<file path="config.mk">
export PLATFORM = sky130hd
export DESIGN_NAME = eager_mod_tap_resolver_core
export DESIGN_NICKNAME = d
export VERILOG_FILES = /design/src/emtr_pkg.sv /design/src/emtr_ram.sv /design/src/emtr_ctrl.sv /design/src/emtr_dp.sv /design/src/eager_mod_tap_resolver_core.sv
export SDC_FILE = /design/constraint.sdc
export NUM_CORES = 1
export LEC_CHECK = 0
export BUFFER_PORTS_ARGS = -buffer_cell sky130_fd_sc_hd__buf_2
export CORE_ASPECT_RATIO = 0.9
export CORE_UTILIZATION = 35
export CTS_CLUSTER_SIZE = 30
export DETAILED_ROUTE_END_ITERATION = 7
export GPL_ROUTABILITY_DRIVEN = 0
export GPL_TIMING_DRIVEN = 0
export PLACE_DENSITY = 0.54
export SLEW_MARGIN = 20
export SYNTH_ARGS = -nofsm -noshare
export SYNTH_HDL_FRONTEND = slang
export SYNTH_SLANG_ARGS = --single-unit
</file>
<file path="constraint.sdc">
create_clock -name clk -period 4.9 [get_ports clk]
set_input_delay 0.735 -clock clk [delete_from_list [all_inputs] [get_ports clk]]
set_output_delay 0.735 -clock clk [all_outputs]
set_load 0.005 [all_outputs]
</file>
<file path="src/emtr_pkg.sv">
`timescale 1ns / 1ps
`default_nettype none
package emtr_pkg;
	localparam int TableEntriesDef = 16;
	localparam int SuspendDepthDef = 10;

	typedef enum logic [1:0] {
		MODE_WAITING  = 2'd0,
		MODE_DECIDING = 2'd1,
		MODE_TAPPING  = 2'd2,
		MODE_HOLDING  = 2'd3
	} mode_t;

	typedef enum logic [1:0] {
		ACT_KEY   = 2'd0,
		ACT_TICK  = 2'd1,
		ACT_WRITE = 2'd2,
		ACT_NONE  = 2'd3
	} action_t;

	typedef enum logic [1:0] {
		KIND_REG   = 2'd0,
		KIND_UNREG = 2'd1,
		KIND_END   = 2'd2
	} kind_t;

	typedef enum logic [1:0] {
		REG_EARLY = 2'd0,
		REG_LATE  = 2'd1,
		REG_RULE2 = 2'd2,
		REG_USE   = 2'd3
	} reg_t;

	typedef enum logic [3:0] {
		ST_IDLE,
		ST_SCAN,
		ST_SCAN_WAIT,
		ST_DECIDE,
		ST_LIST,
		ST_LIST_WAIT,
		ST_LIST_EMIT,
		ST_SINGLE_RD,
		ST_SINGLE_EMIT,
		ST_END
	} state_t;

	// controller to datapath
	typedef struct packed {
		logic load_in;
		logic scan_start;
		logic scan_step;
		logic list_start;
		logic list_step;
		logic list_hold;
		logic single_tap;
		logic rd_single;
		logic emit_list;
		logic emit_single;
		logic single_unreg;
		logic emit_end;
		logic set_mode;
		mode_t new_mode;
		logic set_dstamp;
		logic set_tstamp;
		logic push_susp;
		logic clr_susp;
		logic set_held_cnt;
		logic unhold;
		logic write_entry;
		logic set_pass;
	} cmd_t;

	// datapath to controller
	typedef struct packed {
		logic scan_done;
		logic hit;
		logic list_done;
		logic out_busy;
		mode_t mode;
		action_t action;
		logic pressed;
		logic held_bit;
		logic held_cnt_le1;
		logic early_hit;
		logic late_hit_d;
		logic late_hit_t;
		logic rule_two;
	} stat_t;
endpackage
`default_nettype wire

</file>
<file path="src/emtr_ram.sv">
`timescale 1ns / 1ps
`default_nettype none
module emtr_ram #(
	parameter int Width = 8,
	parameter int Depth = 16
) (
	input  wire logic                     clk,
	input  wire logic                     we,
	input  wire logic [$clog2(Depth)-1:0] waddr,
	input  wire logic [Width-1:0]         wdata,
	input  wire logic [$clog2(Depth)-1:0] raddr,
	output logic      [Width-1:0]         rdata
);
	logic [Width-1:0] mem_q [Depth];

	always_ff @(posedge clk) begin
		if (we) begin
			mem_q[waddr] <= wdata;
		end
		rdata <= mem_q[raddr];
	end
endmodule
`default_nettype wire

</file>
<file path="src/emtr_ctrl.sv">
`timescale 1ns / 1ps
`default_nettype none
module emtr_ctrl import emtr_pkg::*; (
	input  wire logic  clk,
	input  wire logic  arst_n,
	input  wire logic  in_valid,
	output logic       in_stall,
	input  wire stat_t st,
	output cmd_t       cmd
);
	state_t state_q, state_d;
	// what follows the suspend list emission
	logic   after_unreg_q, after_unreg_d;
	logic   after_hold_q, after_hold_d;

	always_ff @(posedge clk or negedge arst_n) begin
		if (!arst_n) begin
			state_q       <= ST_IDLE;
			after_unreg_q <= 1'b0;
			after_hold_q  <= 1'b0;
		end else begin
			state_q       <= state_d;
			after_unreg_q <= after_unreg_d;
			after_hold_q  <= after_hold_d;
		end
	end

	always_comb begin
		state_d       = state_q;
		after_unreg_d = after_unreg_q;
		after_hold_d  = after_hold_q;
		cmd           = '0;
		cmd.new_mode  = MODE_WAITING;
		in_stall      = 1'b1;
		unique case (state_q)
			ST_IDLE: begin
				in_stall = 1'b0;
				if (in_valid) begin
					cmd.load_in    = 1'b1;
					cmd.scan_start = 1'b1;
					state_d        = ST_SCAN;
				end
			end
			ST_SCAN: begin
				priority case (st.action)
					ACT_KEY: begin
						if (st.scan_done) begin
							state_d = ST_DECIDE;
						end else begin
							cmd.scan_step = 1'b1;
							state_d       = ST_SCAN_WAIT;
						end
					end
					ACT_TICK: begin
						state_d = ST_END;
						if (st.mode == MODE_DECIDING && st.late_hit_d) begin
							cmd.list_start = 1'b1;
							cmd.list_hold  = 1'b1;
							cmd.set_held_cnt = 1'b1;
							after_hold_d   = 1'b1;
							after_unreg_d  = 1'b0;
							state_d        = ST_LIST;
						end else if (st.mode == MODE_TAPPING && st.late_hit_t) begin
							cmd.set_mode = 1'b1;
							cmd.new_mode = MODE_WAITING;
						end
					end
					ACT_WRITE: begin
						cmd.write_entry = 1'b1;
						state_d         = ST_END;
					end
					default: state_d = ST_END;
				endcase
			end
			ST_SCAN_WAIT: begin
				// registered read of the table: compare lands in the next cycle
				state_d = st.hit ? ST_DECIDE : ST_SCAN;
			end
			ST_DECIDE: begin
				state_d = ST_END;
				cmd.set_pass = 1'b1;
				after_unreg_d = 1'b0;
				after_hold_d  = 1'b0;
				unique case (st.mode)
					MODE_WAITING: begin
						if (st.pressed) begin
							if (st.hit) begin
								cmd.push_susp  = 1'b1;
								cmd.set_dstamp = 1'b1;
								cmd.set_mode   = 1'b1;
								cmd.new_mode   = MODE_DECIDING;
							end else if (st.rule_two) begin
								cmd.list_start = 1'b1;
								state_d        = ST_LIST;
							end
						end
					end
					MODE_DECIDING: begin
						if (st.hit) begin
							if (st.pressed) begin
								cmd.push_susp = 1'b1;
								if (st.early_hit) begin
									cmd.list_start = 1'b1;
									state_d        = ST_LIST;
								end
							end else begin
								cmd.list_start = 1'b1;
								after_unreg_d  = 1'b1;
								state_d        = ST_LIST;
							end
						end else if (st.pressed) begin
							cmd.list_start = 1'b1;
							state_d        = ST_LIST;
						end
					end
					MODE_TAPPING: begin
						if (st.hit) begin
							cmd.single_tap = 1'b1;
							cmd.rd_single  = 1'b1;
							if (st.pressed) begin
								cmd.set_tstamp = 1'b1;
							end else begin
								cmd.single_unreg = 1'b1;
							end
							state_d = ST_SINGLE_RD;
						end else if (st.pressed) begin
							cmd.set_tstamp = 1'b1;
						end
					end
					default: begin
						if (st.hit) begin
							cmd.rd_single = 1'b1;
							if (st.pressed) begin
								cmd.single_tap = 1'b1;
								cmd.set_tstamp = 1'b1;
							end else if (st.held_bit) begin
								cmd.single_unreg = 1'b1;
								cmd.unhold       = 1'b1;
								if (st.held_cnt_le1) begin
									cmd.set_mode = 1'b1;
									cmd.new_mode = MODE_WAITING;
								end
							end else begin
								cmd.single_tap   = 1'b1;
								cmd.single_unreg = 1'b1;
							end
							state_d = ST_SINGLE_RD;
						end else if (st.pressed) begin
							cmd.set_tstamp = 1'b1;
						end
					end
				endcase
			end
			ST_LIST: begin
				if (st.list_done) begin
					cmd.clr_susp = 1'b1;
					cmd.set_mode = 1'b1;
					if (after_hold_q) begin
						cmd.new_mode = MODE_HOLDING;
						state_d      = ST_END;
					end else begin
						cmd.new_mode   = MODE_TAPPING;
						cmd.set_tstamp = 1'b1;
						if (after_unreg_q) begin
							cmd.single_tap   = 1'b1;
							cmd.single_unreg = 1'b1;
							cmd.rd_single    = 1'b1;
							state_d          = ST_SINGLE_RD;
						end else begin
							state_d = ST_END;
						end
					end
				end else begin
					cmd.list_step = 1'b1;
					state_d       = ST_LIST_WAIT;
				end
			end
			ST_LIST_WAIT: state_d = ST_LIST_EMIT;
			ST_LIST_EMIT: begin
				if (!st.out_busy) begin
					cmd.emit_list = 1'b1;
					state_d       = ST_LIST;
				end
			end
			ST_SINGLE_RD: state_d = ST_SINGLE_EMIT;
			ST_SINGLE_EMIT: begin
				if (!st.out_busy) begin
					cmd.emit_single = 1'b1;
					state_d         = ST_END;
				end
			end
			ST_END: begin
				if (!st.out_busy) begin
					cmd.emit_end = 1'b1;
					state_d      = ST_IDLE;
				end
			end
			default: state_d = ST_IDLE;
		endcase
	end

	a_hold_not_unreg: assert property (@(posedge clk) disable iff (!arst_n)
		!(after_hold_q && after_unreg_q && state_q == ST_LIST))
		else $error("hold and unregister follow-ups both pending");
	a_stall_busy: assert property (@(posedge clk) disable iff (!arst_n)
		state_q != ST_IDLE |-> in_stall)
		else $error("input taken while busy");
	a_end_idle: assert property (@(posedge clk) disable iff (!arst_n)
		cmd.emit_end |=> state_q == ST_IDLE)
		else $error("end item not followed by idle");
endmodule
`default_nettype wire

</file>
<file path="src/emtr_dp.sv">
`timescale 1ns / 1ps
`default_nettype none
module emtr_dp import emtr_pkg::*; #(
	parameter int TableEntries = TableEntriesDef,
	parameter int SuspendDepth = SuspendDepthDef
) (
	input  wire logic        clk,
	input  wire logic        arst_n,
	input  wire cmd_t        cmd,
	output stat_t            st,
	input  wire logic [1:0]  action,
	input  wire logic        pressed,
	input  wire logic [15:0] key_code,
	input  wire logic [4:0]  active_layer,
	input  wire logic [15:0] now_ms,
	input  wire logic [3:0]  entry_index,
	input  wire logic [15:0] hold_code,
	input  wire logic        psel,
	input  wire logic        penable,
	input  wire logic        pwrite,
	input  wire logic [3:0]  paddr,
	input  wire logic [31:0] pwdata,
	output logic      [31:0] prdata,
	output logic      [1:0]  kind,
	output logic      [15:0] code,
	output logic             pass_through,
	output logic             last,
	output logic             out_valid,
	input  wire logic        out_stall
);
	localparam int IdxW  = (TableEntries > 1) ? $clog2(TableEntries) : 1;
	localparam int ScanW = $clog2(TableEntries + 1);
	localparam int SusW  = (SuspendDepth > 1) ? $clog2(SuspendDepth) : 1;
	localparam int CntW  = $clog2(SuspendDepth + 1);
	localparam int EntW  = 5 + 16 + 16;

	logic [15:0] early_q, late_q;
	logic        rule2_q;
	logic [4:0]  use_q;

	action_t     action_q;
	logic        pressed_q;
	logic [15:0] key_q, now_q, hold_in_q;
	logic [4:0]  layer_q;
	logic [3:0]  slot_q;

	mode_t       mode_q;
	logic [15:0] dstamp_q, tstamp_q;
	logic [CntW-1:0] scount_q, hcount_q;
	logic [CntW-1:0] sidx_q;
	logic [ScanW-1:0] scan_q;
	logic [ScanW-1:0] limit;
	logic [IdxW-1:0]  hit_id_q, rd_addr_q, ent_addr_q;
	logic            hit_q, pass_q;
	logic [TableEntries-1:0] held_q;

	logic [EntW-1:0] ent_rd;
	logic [IdxW-1:0] sus_rd;
	logic [IdxW-1:0] ent_raddr;
	logic [SusW-1:0] sus_raddr;
	logic            sus_we;
	logic            ent_we;

	logic        ov_q;
	logic [1:0]  kind_q;
	logic [15:0] code_q;
	logic        pass_o_q, last_q;
	logic        single_unreg_q, single_tap_q;
	logic [IdxW-1:0] list_id;
	logic        list_wait_q;
	logic        list_hold_q;

	// configuration registers
	always_ff @(posedge clk or negedge arst_n) begin
		if (!arst_n) begin
			early_q <= 16'd50;
			late_q  <= 16'd200;
			rule2_q <= 1'b1;
			use_q   <= 5'd0;
		end else if (psel && penable && pwrite) begin
			unique case (reg_t'(paddr[3:2]))
				REG_EARLY: early_q <= pwdata[15:0];
				REG_LATE:  late_q  <= pwdata[15:0];
				REG_RULE2: rule2_q <= pwdata[0];
				REG_USE:   use_q   <= pwdata[4:0];
				default: ;
			endcase
		end
	end

	always_comb begin
		unique case (reg_t'(paddr[3:2]))
			REG_EARLY: prdata = {16'd0, early_q};
			REG_LATE:  prdata = {16'd0, late_q};
			REG_RULE2: prdata = {31'd0, rule2_q};
			REG_USE:   prdata = {27'd0, use_q};
			default:   prdata = '0;
		endcase
	end

	always_ff @(posedge clk) begin
		if (cmd.load_in) begin
			action_q  <= action_t'(action);
			pressed_q <= pressed;
			key_q     <= key_code;
			layer_q   <= active_layer;
			now_q     <= now_ms;
			slot_q    <= entry_index;
			hold_in_q <= hold_code;
		end
	end

	assign limit = (32'(use_q) > TableEntries) ? ScanW'(TableEntries) : ScanW'(use_q);

	// suspend list and table memories
	assign sus_we    = cmd.push_susp && (32'(scount_q) < SuspendDepth);
	assign sus_raddr = sidx_q[SusW-1:0];
	emtr_ram #(.Width(IdxW), .Depth(SuspendDepth)) u_sus (
		.clk(clk), .we(sus_we), .waddr(scount_q[SusW-1:0]), .wdata(hit_id_q),
		.raddr(sus_raddr), .rdata(sus_rd)
	);

	assign ent_we = cmd.write_entry && (32'(slot_q) < TableEntries);
	assign list_id = sus_rd;
	// hold the table address while a result waits on the output
	always_comb begin
		if (cmd.scan_step) begin
			ent_raddr = scan_q[IdxW-1:0];
		end else if (list_wait_q) begin
			ent_raddr = list_id;
		end else if (cmd.rd_single) begin
			ent_raddr = hit_id_q;
		end else begin
			ent_raddr = ent_addr_q;
		end
	end
	emtr_ram #(.Width(EntW), .Depth(TableEntries)) u_ent (
		.clk(clk), .we(ent_we), .waddr(slot_q[IdxW-1:0]),
		.wdata({layer_q, key_q, hold_in_q}), .raddr(ent_raddr), .rdata(ent_rd)
	);

	// suspend list read is two-step: id, then the entry it names
	always_ff @(posedge clk) begin
		ent_addr_q <= ent_raddr;
		if (list_wait_q) begin
			rd_addr_q <= list_id;
		end
	end

	logic [4:0]  ent_layer;
	logic [15:0] ent_tap, ent_hold;
	assign {ent_layer, ent_tap, ent_hold} = ent_rd;

	logic scan_wait_q;
	always_ff @(posedge clk or negedge arst_n) begin
		if (!arst_n) begin
			mode_q     <= MODE_WAITING;
			dstamp_q   <= '0;
			tstamp_q   <= '0;
			scount_q   <= '0;
			hcount_q   <= '0;
			held_q     <= '0;
			scan_q     <= '0;
			sidx_q     <= '0;
			hit_q      <= 1'b0;
			hit_id_q   <= '0;
			pass_q     <= 1'b0;
			scan_wait_q <= 1'b0;
			list_wait_q <= 1'b0;
			single_unreg_q <= 1'b0;
			single_tap_q   <= 1'b0;
		end else begin
			scan_wait_q <= cmd.scan_step;
			list_wait_q <= cmd.list_step;
			if (cmd.scan_start) begin
				scan_q <= '0;
				hit_q  <= 1'b0;
				pass_q <= 1'b0;
			end
			if (cmd.scan_step) begin
				scan_q <= scan_q + 1'b1;
			end
			if (scan_wait_q && ent_layer == layer_q && ent_tap == key_q) begin
				hit_q    <= 1'b1;
				hit_id_q <= IdxW'(scan_q - 1'b1);
			end
			if (cmd.set_pass) begin
				pass_q <= (action_q == ACT_KEY) &&
					!((mode_q == MODE_WAITING && pressed_q && hit_q) ||
					  (mode_q != MODE_WAITING && hit_q));
			end
			if (cmd.set_mode)   mode_q   <= cmd.new_mode;
			if (cmd.set_dstamp) dstamp_q <= now_q;
			if (cmd.set_tstamp) tstamp_q <= now_q;
			if (sus_we)         scount_q <= scount_q + 1'b1;
			if (cmd.list_start) sidx_q   <= '0;
			if (cmd.list_step)  sidx_q   <= sidx_q + 1'b1;
			if (cmd.set_held_cnt) hcount_q <= scount_q;
			if (cmd.emit_list && list_hold_q) held_q[rd_addr_q] <= 1'b1;
			if (cmd.clr_susp)   scount_q <= '0;
			if (cmd.unhold) begin
				held_q[hit_id_q] <= 1'b0;
				if (hcount_q != '0) hcount_q <= hcount_q - 1'b1;
			end
			if (cmd.rd_single) begin
				single_unreg_q <= cmd.single_unreg;
				single_tap_q   <= cmd.single_tap;
			end
		end
	end

	// hold-list flag tracked for emission
	always_ff @(posedge clk or negedge arst_n) begin
		if (!arst_n) begin
			list_hold_q <= 1'b0;
		end else if (cmd.list_start) begin
			list_hold_q <= cmd.list_hold;
		end
	end

	// output register
	always_ff @(posedge clk or negedge arst_n) begin
		if (!arst_n) begin
			ov_q <= 1'b0;
		end else if (cmd.emit_list || cmd.emit_single || cmd.emit_end) begin
			ov_q <= 1'b1;
		end else if (!out_stall) begin
			ov_q <= 1'b0;
		end
	end

	always_ff @(posedge clk) begin
		if (cmd.emit_list) begin
			kind_q   <= KIND_REG;
			code_q   <= list_hold_q ? ent_hold : ent_tap;
			pass_o_q <= 1'b0;
			last_q   <= 1'b0;
		end else if (cmd.emit_single) begin
			kind_q   <= single_unreg_q ? KIND_UNREG : KIND_REG;
			code_q   <= single_tap_q ? ent_tap : ent_hold;
			pass_o_q <= 1'b0;
			last_q   <= 1'b0;
		end else if (cmd.emit_end) begin
			kind_q   <= KIND_END;
			code_q   <= '0;
			pass_o_q <= pass_q;
			last_q   <= 1'b1;
		end
	end

	logic [15:0] el_d, el_t;
	assign el_d = now_q - dstamp_q;
	assign el_t = now_q - tstamp_q;

	assign kind         = kind_q;
	assign code         = code_q;
	assign pass_through = pass_o_q;
	assign last         = last_q;
	assign out_valid    = ov_q;

	always_comb begin
		st              = '0;
		st.scan_done    = (scan_q >= limit) || hit_q;
		st.hit          = hit_q;
		st.list_done    = (sidx_q >= scount_q);
		st.out_busy     = ov_q && out_stall;
		st.mode         = mode_q;
		st.action       = action_q;
		st.pressed      = pressed_q;
		st.held_bit     = held_q[hit_id_q];
		st.held_cnt_le1 = (hcount_q <= CntW'(1));
		st.early_hit    = (el_d >= early_q);
		st.late_hit_d   = (el_d > late_q);
		st.late_hit_t   = (el_t > late_q);
		st.rule_two     = rule2_q;
	end

	a_scount_max: assert property (@(posedge clk) disable iff (!arst_n)
		32'(scount_q) <= SuspendDepth)
		else $error("suspend count beyond depth");
	a_hcount_max: assert property (@(posedge clk) disable iff (!arst_n)
		32'(hcount_q) <= SuspendDepth)
		else $error("held count beyond depth");
	a_one_emit: assert property (@(posedge clk) disable iff (!arst_n)
		$countones({cmd.emit_list, cmd.emit_single, cmd.emit_end}) <= 1)
		else $error("two result sources at once");
endmodule
`default_nettype wire

</file>
<file path="src/eager_mod_tap_resolver_core.sv">
`timescale 1ns / 1ps
`default_nettype none
// channel  | handshake            | payload
// in       | in_valid / in_stall  | action pressed key_code active_layer now_ms
//          |                      | entry_index hold_code
// out      | out_valid / out_stall| kind code pass_through last
// config   | APB psel/penable     | paddr pwdata prdata
// Per entry, the table scan reads the table RAM, then compares; per id, the suspend
// list emission reads the list RAM, then the table RAM, then loads the output.
// Reset clears mode, stamps, counts and held marks; the table needs no clearing.
// A stalled output holds the controller; input is taken only between items.
module eager_mod_tap_resolver_core import emtr_pkg::*; #(
	parameter int TableEntries = TableEntriesDef,
	parameter int SuspendDepth = SuspendDepthDef
) (
	input  wire logic        clk,
	input  wire logic        arst_n,
	input  wire logic        in_valid,
	output logic             in_stall,
	input  wire logic [1:0]  action,
	input  wire logic        pressed,
	input  wire logic [15:0] key_code,
	input  wire logic [4:0]  active_layer,
	input  wire logic [15:0] now_ms,
	input  wire logic [3:0]  entry_index,
	input  wire logic [15:0] hold_code,
	output logic             out_valid,
	input  wire logic        out_stall,
	output logic      [1:0]  kind,
	output logic      [15:0] code,
	output logic             pass_through,
	output logic             last,
	input  wire logic        psel,
	input  wire logic        penable,
	input  wire logic        pwrite,
	input  wire logic [3:0]  paddr,
	input  wire logic [31:0] pwdata,
	output logic      [31:0] prdata,
	output logic             pready
);
	cmd_t  cmd;
	stat_t st;

	assign pready = 1'b1;

	emtr_ctrl u_ctrl (
		.clk(clk), .arst_n(arst_n), .in_valid(in_valid), .in_stall(in_stall),
		.st(st), .cmd(cmd)
	);

	emtr_dp #(.TableEntries(TableEntries), .SuspendDepth(SuspendDepth)) u_dp (
		.clk(clk), .arst_n(arst_n), .cmd(cmd), .st(st),
		.action(action), .pressed(pressed), .key_code(key_code),
		.active_layer(active_layer), .now_ms(now_ms), .entry_index(entry_index),
		.hold_code(hold_code), .psel(psel), .penable(penable), .pwrite(pwrite),
		.paddr(paddr), .pwdata(pwdata), .prdata(prdata),
		.kind(kind), .code(code), .pass_through(pass_through), .last(last),
		.out_valid(out_valid), .out_stall(out_stall)
	);
endmodule
`default_nettype wire
</file>
; ---- Word level (Yosys, flattened, before mapping)
; Memories as Yosys holds them, arrays and structs flattened. A register that Yosys moved wholly into a read port is not among the register bits.
; Cells that the tools add are included.
[word_totals]
reg_bits = 211
mem_bits_rw = 632
inputBits = 103
out_inout_bits = 55
elab_cells = 271
memories = 2
[op_classes]
n_addsub = 7
magnitude_cmp = 12
eq_ne = 25
muxes = 141
bitwise_logic = 3
n_reduce_logical = 44
[mem_list]
columns = name, depth, word_bits, rd, rd_ports_with_merged_regs, wr, line_no
row1 = u_dp.u_ent.mem_q, 16, 37, 1, 1, 1, emtr_ram.sv:14  ; logic [Width-1:0] mem_q [Depth];
row2 = u_dp.u_sus.mem_q, 10, 4, 1, 1, 1, emtr_ram.sv:14
[op_table]
columns = operator, n
row1 = case mux 32 bit (4 select lines), 1
row2 = 2-to-1 mux 16 bit, 7
row3 = 2-to-1 mux 4 bit, 28
row4 = 2-to-1 mux 1 bit, 67
row5 = case mux 4 bit (10 select lines), 1
row6 = greater-than comparator 16 bit, 2
row7 = subtractor 16 bit, 2
row8 = 2-to-1 mux 3 bit, 8
row9 = 2-to-1 mux 2 bit, 10
row10 = AND 16 bit, 1
row11 = == test 16 bit, 1
row12 = "== test 4 x 3 -> 1 bit, second input constant", 4
row13 = >= comparator 16 bit, 1
row14 = inverter 16 bit, 1
row15 = bitwise OR 16 bit, 1
row16 = case mux 4 bit (2 select lines), 2
row17 = nonzero test 2 bit, 8
row18 = logical AND 1 bit, 15
row19 = 2-to-1 mux 5 bit, 3
row20 = case mux 1 bit (2 select lines), 7
row21 = "less-than comparator 4 x 5 -> 1 bit, second input constant", 2
row22 = "!= test 2 bit, second input constant", 5
row23 = case mux 3 bit (3 select lines), 1
row24 = "adder 4 x 1 -> 4 bit, second input constant", 2
row25 = other kinds (30), 52

; ---- Logic depth before layout (Yosys ltp)
; Gate-level depths: netlist of the first run.
[depth]
word_depth = 10
depth_mapped = 22
ltp_nobuf = 22

; ---- Hierarchy
; From an unflattened synthesis of the first run, not the netlist that was laid out.
[unflattened]
cells_unflattened = 2213
area_unflattened_um2 = 36673.9
[modules_own_cells]
columns = module, instances, cells_per_inst, area_each_um2, seq_area_each_um2
row1 = emtr_ram (u_dp.u_ent), 1, 963, 22942.0, 18517.8
row2 = emtr_dp, 1, 1050, 11283.3, 5499.0
row3 = emtr_ram (u_dp.u_sus), 1, 94, 1707.9, 1281.2
row4 = emtr_ctrl, 1, 104, 729.4, 150.1
row5 = eager_mod_tap_resolver_core, 1, 2, 11.3, 0.0

; ---- Worst setup path before layout of the first run
; No wires, ideal clock.
[synth_timing]
kind = reg2reg
from = register u_ctrl.state_q[2]
to = memory u_dp.u_ent.mem_q[0][0] (netlist bit) (enable)
setup_ps = 477
arrival_ps = 3919
required_time_ps = 4423
setup_slack_ps = 504
path_stages_with_launch = 8
cell_sequence = dfrtp_1 -> buf_4 -> nor2_2 -> and2_1 -> buf_6 -> nand3_1 -> or3_1 -> nor3_1
[synth_via]
elab_chain_cells = 4
[synth_lines]
columns = item, line_no
row1 = start: declaration, emtr_ctrl.sv:11  ; state_t state_q, state_d;
row2 = start signal: assignment, emtr_ctrl.sv:22  ; state_q <= state_d;
row3 = == test 4 x 1 -> 1 bit, emtr_ctrl.sv:35  ; unique case (state_q)
row4 = 2-to-1 mux 1 bit, emtr_ctrl.sv:35
row5 = 2-to-1 mux 1 bit, emtr_ram.sv:17  ; if (we) begin
row6 = 2-to-1 mux 1 bit (implied by the code), emtr_ram.sv:18  ; mem_q[waddr] <= wdata;
row7 = end: declaration, emtr_ram.sv:14
; No other way between the ends.

; ---- Worst setup path after layout of the first run
[layout_timing]
from = register u_dp.sidx_q[0]
to = register u_dp.u_ent.rdata[1], read port of u_dp.u_ent.mem_q
[layout_via]
elab_chain_cells = 6
[layout_lines]
columns = item, line_no
row1 = start: declaration, emtr_dp.sv:50  ; logic [CntW-1:0] sidx_q;
row2 = start signal: assignment, emtr_dp.sv:197  ; if (cmd.list_step) sidx_q <= sidx_q + 1'b1;
row3 = >= comparator 4 bit, emtr_dp.sv:265  ; st.list_done = (sidx_q >= scount_q);
row4 = 2-to-1 mux 2 bit, emtr_ctrl.sv:155  ; if (st.list_done) begin
row5 = case mux 2 bit (2 select lines), emtr_ctrl.sv:35
row6 = 2-to-1 mux 4 bit, emtr_dp.sv:131  ; end else if (cmd.rd_single) begin
row7 = 2-to-1 mux 4 bit, emtr_dp.sv:129  ; end else if (list_wait_q) begin
row8 = 2-to-1 mux 4 bit, emtr_dp.sv:127  ; if (cmd.scan_step) begin
row9 = end: declaration, emtr_ram.sv:12  ; output logic [Width-1:0] rdata
; No other way between the ends.
; A chain may end at the register's enable or synchronous reset.

==> summary.txt, run 1 <==
Setup path
  • Crit-path max cell delay: around 0.4 ns
  • Crit path DAT: about 5.2 ns
  • CP max stage cell: and4_1
  • CP Capture Type: flop
  • CP delay by family, top: buffers and inverters
  • Critical path launch point type: flop
  • Cells along the critical path: clkbuf_2 -> buf_2 -> inv_1 -> ha_1 -> nor2b_1 -> o21ai_0 -> and4_1 -> or2_1 -> a211oi_2 -> nor2_2 -> clkinv_1 -> buf_2 -> buf_4 -> clkbuf_2 -> o211ai_1 -> nand4b_1
  • WP buf/inv: 7
  • Critical path required time: between 5 and 6 ns
  • CP max FO: 10
  • Kind of critical path: reg2reg

Min path
  • Worst min path class: in2reg

GRT
  • First-pass GRT wire length: roughly 160000 um
  • Total congestion overflow: 0
  • Total track usage: 0.1957
  • Initial antenna violation count: 1
  • Largest net degree at the start of global routing: between 70 and 80
  • Number of global-route vias before repair: around 24k

Timing
  • Fin. max-slew vios: 0
  • FMAX: 0.2111 GHz
  • Final Hold Viols: 0
  • RSZ-0062 raised after global routing: true
  • Final worst slack: about 0.16 ns
  • Max transition margin: 0.1728
  • Slew @ Worst Pin: 1.232 ns
  • Skew final: 0.04044 ns
  • Clock period minus worst slack: around 4.7 ns
  • Final Setup Violations: 0
  • Period utilization: 0.9668

Clocking
  • Clk slew on worst S/H paths: around 0.060 ns
  • CTS Sinks: just under 900
  • CTS root buf: clkbuf_16
  • CTS Buf Count: 94
  • Bufs on Longest Clock Path: 3
  • H-tree depth: 3
  • Worst skew pair latency: approximately 0.7 ns
  • TritonCTS clock tree: built

Outcome
  • Failing checks: design-rule violations
  • Status: finished with violations

Yosys
  • Mapped Area: approximately 38000 um2
  • Post-synth ARST share: 0.1391
  • Most used DFF post-synth: edfxtp_1
  • Yosys cell types: 85
  • Register bit total from synthesis: a little under 900
  • Post-Synthesis Cells: approximately 2.6k
  • Sequential fraction of the synthesis area: 0.6728
  • Syn_area_per_cell: about 14 um2
  • Post-synth EDFFs: 712
  • Yosys Warn Count: 0

Route
  • WL met3: 7652 um
  • DRT Pass-1 Iters: 8
  • WL per Instance: around 24 um
  • Vias per cell: between 5 and 6
  • Drt total wl: between 100000 and 150000 um
  • Met2 Routed Length: 50090 um
  • DRT iter0 DRCs: about 2.2k
  • # DRC: 1
  • M1 WL: roughly 47000 um
  • Top layer in use: met5
  • Antenna Nets Post-Route: 0
  • DR vias: approximately 24k

Cells and area
  • Post-route cell area: between 40000 and 50000 um2
  • # diodes: 0
  • Nets@finish: approximately 3.1k
  • Leading cell type in the layout, fill and taps excluded: edfxtp_1
  • Layout cells sized above 1: 0.1815
  • Multi-input logic area: 11510 um2
  • Most frequent cells in the layout: 712 x edfxtp_1, 178 x nand2_1, 154 x and3_1
  • Number of fill cells: a little under 10k
  • Syn-to-layout area delta: 17.77%
  • Reg area: 25450 um2

Floorplan
  • Core Area: between 100000 and 150000 um2
  • Die X: 348.5 um
  • Initial Utilization: 0.3526
  • Die Ht: 313.9 um
  • Site Rows: 114
  • Boundary Pins: around 160
  • Die ar.: about 110000 um2

Power
  • PD cells: 525.3 nW/um2
  • Leak: 16.10 nW
  • Max VDD drop: 0.3265 mV

Placed design
  • Placement Setup Slack: -0.5249 ns
  • Post-DP HPWL: between 70000 and 80000 um
  • I/O Buffers: ~120
  • Area after DPL: 41220 um2

Run
  • MaxCap Viol Count: 0
==> worst paths after layout <==
check                                      end  depth (start not counted)      startpoint  slack, ns
min reg2reg                       u_dp.kind[1]                          2    u_dp.kind[1]       0.44
max reg2reg                u_dp.u_ent.rdata[1]                         16  u_dp.sidx_q[0]       0.16
max                        u_dp.u_ent.rdata[1]                         16  u_dp.sidx_q[0]       0.16
min                              u_dp.key_q[2]                          1     key_code[2]       0.22
min in group asynchronous     u_dp.tstamp_q[9]                          2          arst_n       0.57
max in group asynchronous       u_dp.held_q[7]                          3          arst_n       3.58
==> synthesized netlist by cell type, types with 23 or more instances <==
library cell | instances | area, um2
clkbuf_1 | 114 | 427.9
dfxtp_1 | 49 | 980.9
mux2_2 | 110 | 1239
buf_4 | 24 | 180.2
nand3_1 | 35 | 175.2
a221oi_1 | 37 | 324.1
edfxtp_1 | 712 | 21380
nor2_1 | 69 | 259.0
o21ai_0 | 80 | 400.4
and3_1 | 154 | 963.4
a211oi_1 | 85 | 638.1
inv_1 | 86 | 322.8
nand2_1 | 179 | 671.9
a211o_1 | 74 | 648.1
a311o_1 | 36 | 360.4
ha_1 | 96 | 1201
nand4b_1 | 39 | 341.6
xnor2_1 | 45 | 394.1
mux2i_1 | 58 | 580.6
dfrtp_1 | 116 | 2903
o211ai_1 | 81 | 608.1
a21oi_1 | 66 | 330.3
nor3_1 | 23 | 115.1
==> worst register-to-register path, cell delays in order (launching register included) <==
cell	delay [ns]
dfrtp_1	0.36
clkbuf_2	0.28
buf_2	0.34
inv_1	0.08
ha_1	0.19
nor2b_1	0.12
o21ai_0	0.21
and4_1	0.40
or2_1	0.28
a211oi_2	0.11
nor2_2	0.32
clkinv_1	0.33
buf_2	0.30
buf_4	0.23
clkbuf_2	0.32
o211ai_1	0.35
nand4b_1	0.31
==> per-layer routing <==
metal | vias to the layer above | global-route usage
li1 | 10830 | -
met1 | 12290 | 0.2694
met2 | 834 | 0.3145
met3 | 153 | 0.04012
met4 | 2 | 0.05163
met5 | - | 0
==> area by class of cell <==
class,instances,area share
sequential,884,0.5713
clock inverter,41,0.01253
buffer,171,0.01739
timing repair buffer,169,0.03185
multi-input combinational,1517,0.2584
tap,1450,0.04073
inverter,89,0.007556
clock buffer,137,0.06028
==> through the flow <==
| stage | total power [mW] | cells | setup TNS, ns | hold slack [ns] | util |
|---|---|---|---|---|---|
| after floorplan | 13.47 | 2661 | 0 | 0.4021 | - |
| after global placement | 15.91 | 4232 | -483.13 | 0.4281 | 0.3757 |
| after detailed placement | 16.06 | 4278 | -11.47 | 0.4400 | 0.3843 |
| after CTS | 23.49 | 4457 | 0 | 0.1796 | 0.4149 |
| after global routing | 24.45 | 4458 | -0.005875 | 0.1879 | 0.4153 |
| final | 23.40 | 4458 | 0 | 0.2234 | 0.4153 |
==> power by group <==
| group | total, mW | switching [mW] | internal, mW |
|---|---|---|---|
| clock | 7.35 | 3.03 | 4.32 |
| sequential | 9.66 | 0.681 | 8.98 |
| combinational | 6.39 | 4.08 | 2.31 |
==> registers in the layout (all words and copies together), names as in the netlist, 5 cells and up <==
| register | flops |
|---|---|
| u_dp.u_ent.mem_q | 592 |
| u_dp.u_sus.mem_q | 40 |
| u_dp.u_ent.rdata | 37 |
| u_dp.code | 16 |
| u_dp.dstamp_q | 16 |
| u_dp.early_q | 16 |
| u_dp.held_q | 16 |
| u_dp.hold_in_q | 16 |
| u_dp.key_q | 16 |
| u_dp.late_q | 16 |
| u_dp.now_q | 16 |
| u_dp.tstamp_q | 16 |
| u_dp.layer_q | 5 |
| u_dp.scan_q | 5 |
| u_dp.use_q | 5 |
==> repair_timing <==
item | in CTS | in global routing
endpoints found under the hold margin | 46 | 0
setup endpoints to repair | 48 | 16
hold buffers | 1 | 0
buffers inserted | 0 | 1
resized for setup | 7 | 16
pin swaps | 1 | 2
==> cell families (layout without fill, tap and decap cells) <==
family	Yosys count	after routing	synth area share
AO/OA/AOI/OAI	561	561	0.1095
XOR/XNOR	57	57	0.01320
adder cells (fa/ha/maj)	98	98	0.03282
buffers and inverters	260	607	0.02904
flip-flops	884	884	0.6728
multiplexers	184	184	0.05713
other	2	17	0.0001986
AND/OR/NAND/NOR	600	600	0.08528
Note: power is estimated with default switching activity, not from simulation.
==> inputs of run 2 (changes only) <==
clock period = 4.88 ns   (was 4.9 ns; I/O delays follow)
==> run 2 against run 1 <==
Compared with the run above:
- the flow still finishes with violations (design-rule violations)
- register-to-register slack improved by 0.04 ns
- hold slack worse by 0.0028 ns
- combinational power about the same
- first-iteration DRC count decreased by 0.76%
- setup slack better by 0.036 ns
- flip-flop and latch count unchanged
- die area is the same
- design area hardly changed
- largest power group unchanged
==> summary.txt, run 2 (synthesized netlist as in run 1, its figures left out) <==
Outcome
  • Status: finished with violations (unchanged)
  • Failing checks: design-rule violations (unchanged)

GRT
  • Initial antenna violation count: 1 (unchanged)
  • Total track usage: 0.1957 (unchanged)
  • Total congestion overflow: 0 (unchanged)
  • Largest net degree at the start of global routing: 72 (unchanged)
  • First-pass GRT wire length: 158100 um (unchanged)
  • Number of global-route vias before repair: 24.21k (unchanged)

Cells and area
  • Reg area: 25450 um2 (unchanged)
  • Layout cells sized above 1: 0.1815 (unchanged)
  • Largest regs: u_dp.u_ent.mem_q (592), u_dp.u_sus.mem_q (40), u_dp.u_ent.rdata (37) (unchanged)
  • Fin cells: 4458 (unchanged)
  • Syn-to-layout area delta: 17.78% (was 17.77%)
  • Fin util: 0.4153 (about the same)
  • Biggest register: u_dp.u_ent.mem_q (unchanged)
  • Leading cell type in the layout, fill and taps excluded: edfxtp_1 (unchanged)
  • Multi-input logic area: 11510 um2 (unchanged)
  • Most frequent cells in the layout: 712 x edfxtp_1, 178 x nand2_1, 154 x and3_1 (unchanged)
  • Nets@finish: 3127 (unchanged)
  • Largest register FFs: 592 (unchanged)
  • Number of fill cells: 9846 (was 9847)
  • # diodes: 0 (unchanged)

Floorplan
  • Die ar.: 109400 um2 (unchanged)
  • Site Rows: 114 (unchanged)
  • Initial Utilization: 0.3526 (unchanged)
  • Die Ht: 313.9 um (unchanged)
  • Boundary Pins: 158 (unchanged)
  • Core Area: 107300 um2 (unchanged)
  • Die X: 348.5 um (unchanged)

Route
  • WL per Instance: 24.13 um (was 24.11 um)
  • DR vias: 24.15k (was 24.11k)
  • DRT iter0 DRCs: 2220 (was 2237)
  • # DRC: 1 (unchanged)
  • DRT Pass-1 Iters: 8 (unchanged)
  • Drt total wl: 107600 um (was 107500 um)
  • Antenna Nets Post-Route: 0 (unchanged)
  • Vias per cell: 5.418 (was 5.409)

Setup path
  • Worst R2R Path Depth: 16 (unchanged)
  • Worst R2R End: u_dp.u_ent.rdata[1] (unchanged)
  • Worst Setup SP: u_dp.sidx_q[0] (unchanged)
  • Flop2flop setup slack: 0.20 ns (was 0.16 ns)
  • Kind of critical path: reg2reg (unchanged)
  • Critical path required time: 5.32 ns (was 5.34 ns)
  • CP max FO: 10 (unchanged)
  • Crit path DAT: 5.13 ns (was 5.18 ns)
  • Critical path launch point type: flop (unchanged)
  • Worst r2r src: u_dp.sidx_q[0] (unchanged)
  • CP Capture Type: flop (unchanged)

Clocking
  • Bufs on Longest Clock Path: 3 (unchanged)
  • H-tree depth: 3 (unchanged)
  • CTS Buf Count: 94 (unchanged)
  • Worst skew pair latency: 0.68 ns (about the same)
  • CTS Sinks: 884 (unchanged)
  • CTS root buf: clkbuf_16 (unchanged)
  • TritonCTS clock tree: built (unchanged)
  • Clk slew on worst S/H paths: 0.06 ns (about the same)

Timing
  • RSZ-0062 raised after global routing: false (was true)
  • FMAX: 0.2136 GHz (was 0.2111 GHz)
  • Final Hold Viols: 0 (unchanged)
  • Clock period minus worst slack: 4.681 ns (was 4.737 ns)
  • Final Setup Violations: 0 (unchanged)
  • Skew final: 0.04384 ns (was 0.04044 ns)
  • Fin. max-slew vios: 0 (unchanged)
  • Period utilization: 0.9592 (was 0.9668)
  • Max transition margin: 0.1712 (was 0.1728)
  • Slew @ Worst Pin: 1.235 ns (was 1.232 ns)

Power
  • Max VDD drop: 0.3277 mV (was 0.3265 mV)
  • PD cells: 527.5 nW/um2 (was 525.3 nW/um2)
  • Leak: 16.10 nW (about the same)

Min path
  • Hold Crit Depth: 1 (unchanged)
  • Worst min path class: in2reg (unchanged)
  • Hold path start: key_code[2] (unchanged)
  • Hold Crit Endpoint: u_dp.key_q[2] (unchanged)

Run
  • MaxCap Viol Count: 0 (unchanged)

Placed design
  • Placed Cells: 4278 (unchanged)
  • I/O Buffers: 121 (unchanged)
  • Post-DP HPWL: 75800 um (unchanged)
run 2: cell types whose count changed in the layout (fill, tap and decap cells not counted):
cell | before | now
buf_2 | 141 | 140
clkbuf_4 | 0 | 1
run 2: cell type report:
class | count | share of cell area
buffer | 171 | 0.01744
clock inverter | 41 | 0.01253
clock buffer | 137 | 0.06027
sequential | 884 | 0.5712
multi-input combinational | 1517 | 0.2584
inverter | 89 | 0.007555
timing repair buffer | 169 | 0.03185
tap | 1450 | 0.04072
run 2: worst max path at each step:
| stage | slack, ns | end | cells past startpoint |
|---|---|---|---|
| 2_1_floorplan | 0.48 | u_dp.u_ent.mem_q[0][0] | 7 |
| 3_3_place_gp | -2.74 | u_dp.u_ent.mem_q[4][18] | 7 |
| 3_5_place_dp | -0.54 | u_dp.sidx_q[3] | 20 |
| 4_1_cts | 0.008 | u_dp.u_ent.rdata[1] | 16 |
| 5_1_grt | 0.02 | u_dp.u_ent.rdata[24] | 15 |
| 6_report | 0.20 | u_dp.u_ent.rdata[1] | 16 |
run 2: through the flow:
step	setup TNS, ns	power [mW]	setup slack (ns)	hold slack [ns]	area (um2)
after floorplan	0	13.52	0.4836	0.4021	37880
after global placement	-495.83	15.98	-2.741	0.4281	40300
after detailed placement	-12.43	16.13	-0.5449	0.4400	41220
after CTS	0	23.58	0.008268	0.1766	44500
after global routing	0	24.55	0.01645	0.1849	44550
final	0	23.50	0.1992	0.2206	44550
run 2: critical path, stage by stage, from the launching register on:
cell and delay, ns:
dfrtp_1 0.36, clkbuf_2 0.28, clkbuf_4 0.31, inv_1 0.06, ha_1 0.19, nor2b_1 0.12
o21ai_0 0.21, and4_1 0.38, or2_1 0.28, a211oi_2 0.11, nor2_2 0.32, clkinv_1 0.32
buf_2 0.30, buf_4 0.23, clkbuf_2 0.32, o211ai_1 0.34, nand4b_1 0.31
run 2: report_power, final:
part	switching, mW	leakage (nW)	internal [mW]
Sequential	0.685	8.56	9.02
Combinational	4.09	5.99	2.32
Clock	3.05	1.55	4.34
Total	7.82	16.1	15.7
run 2: per-layer routing:
layer,routed length [um],global-route usage
met1,47370,0.2694
met4,2535,0.05163
met3,7517,0.04012
met5,13,0
met2,50120,0.3145
run 2: timing repair:
item / 4_1_cts / 5_1_grt
buffers inserted: 0 / 1
pin swaps: 1 / 2
resized for setup: 7 / 17
hold endpoints to repair: 46 / 0
endpoints found under the setup margin: 48 / 18
hold buffers: 1 / 0
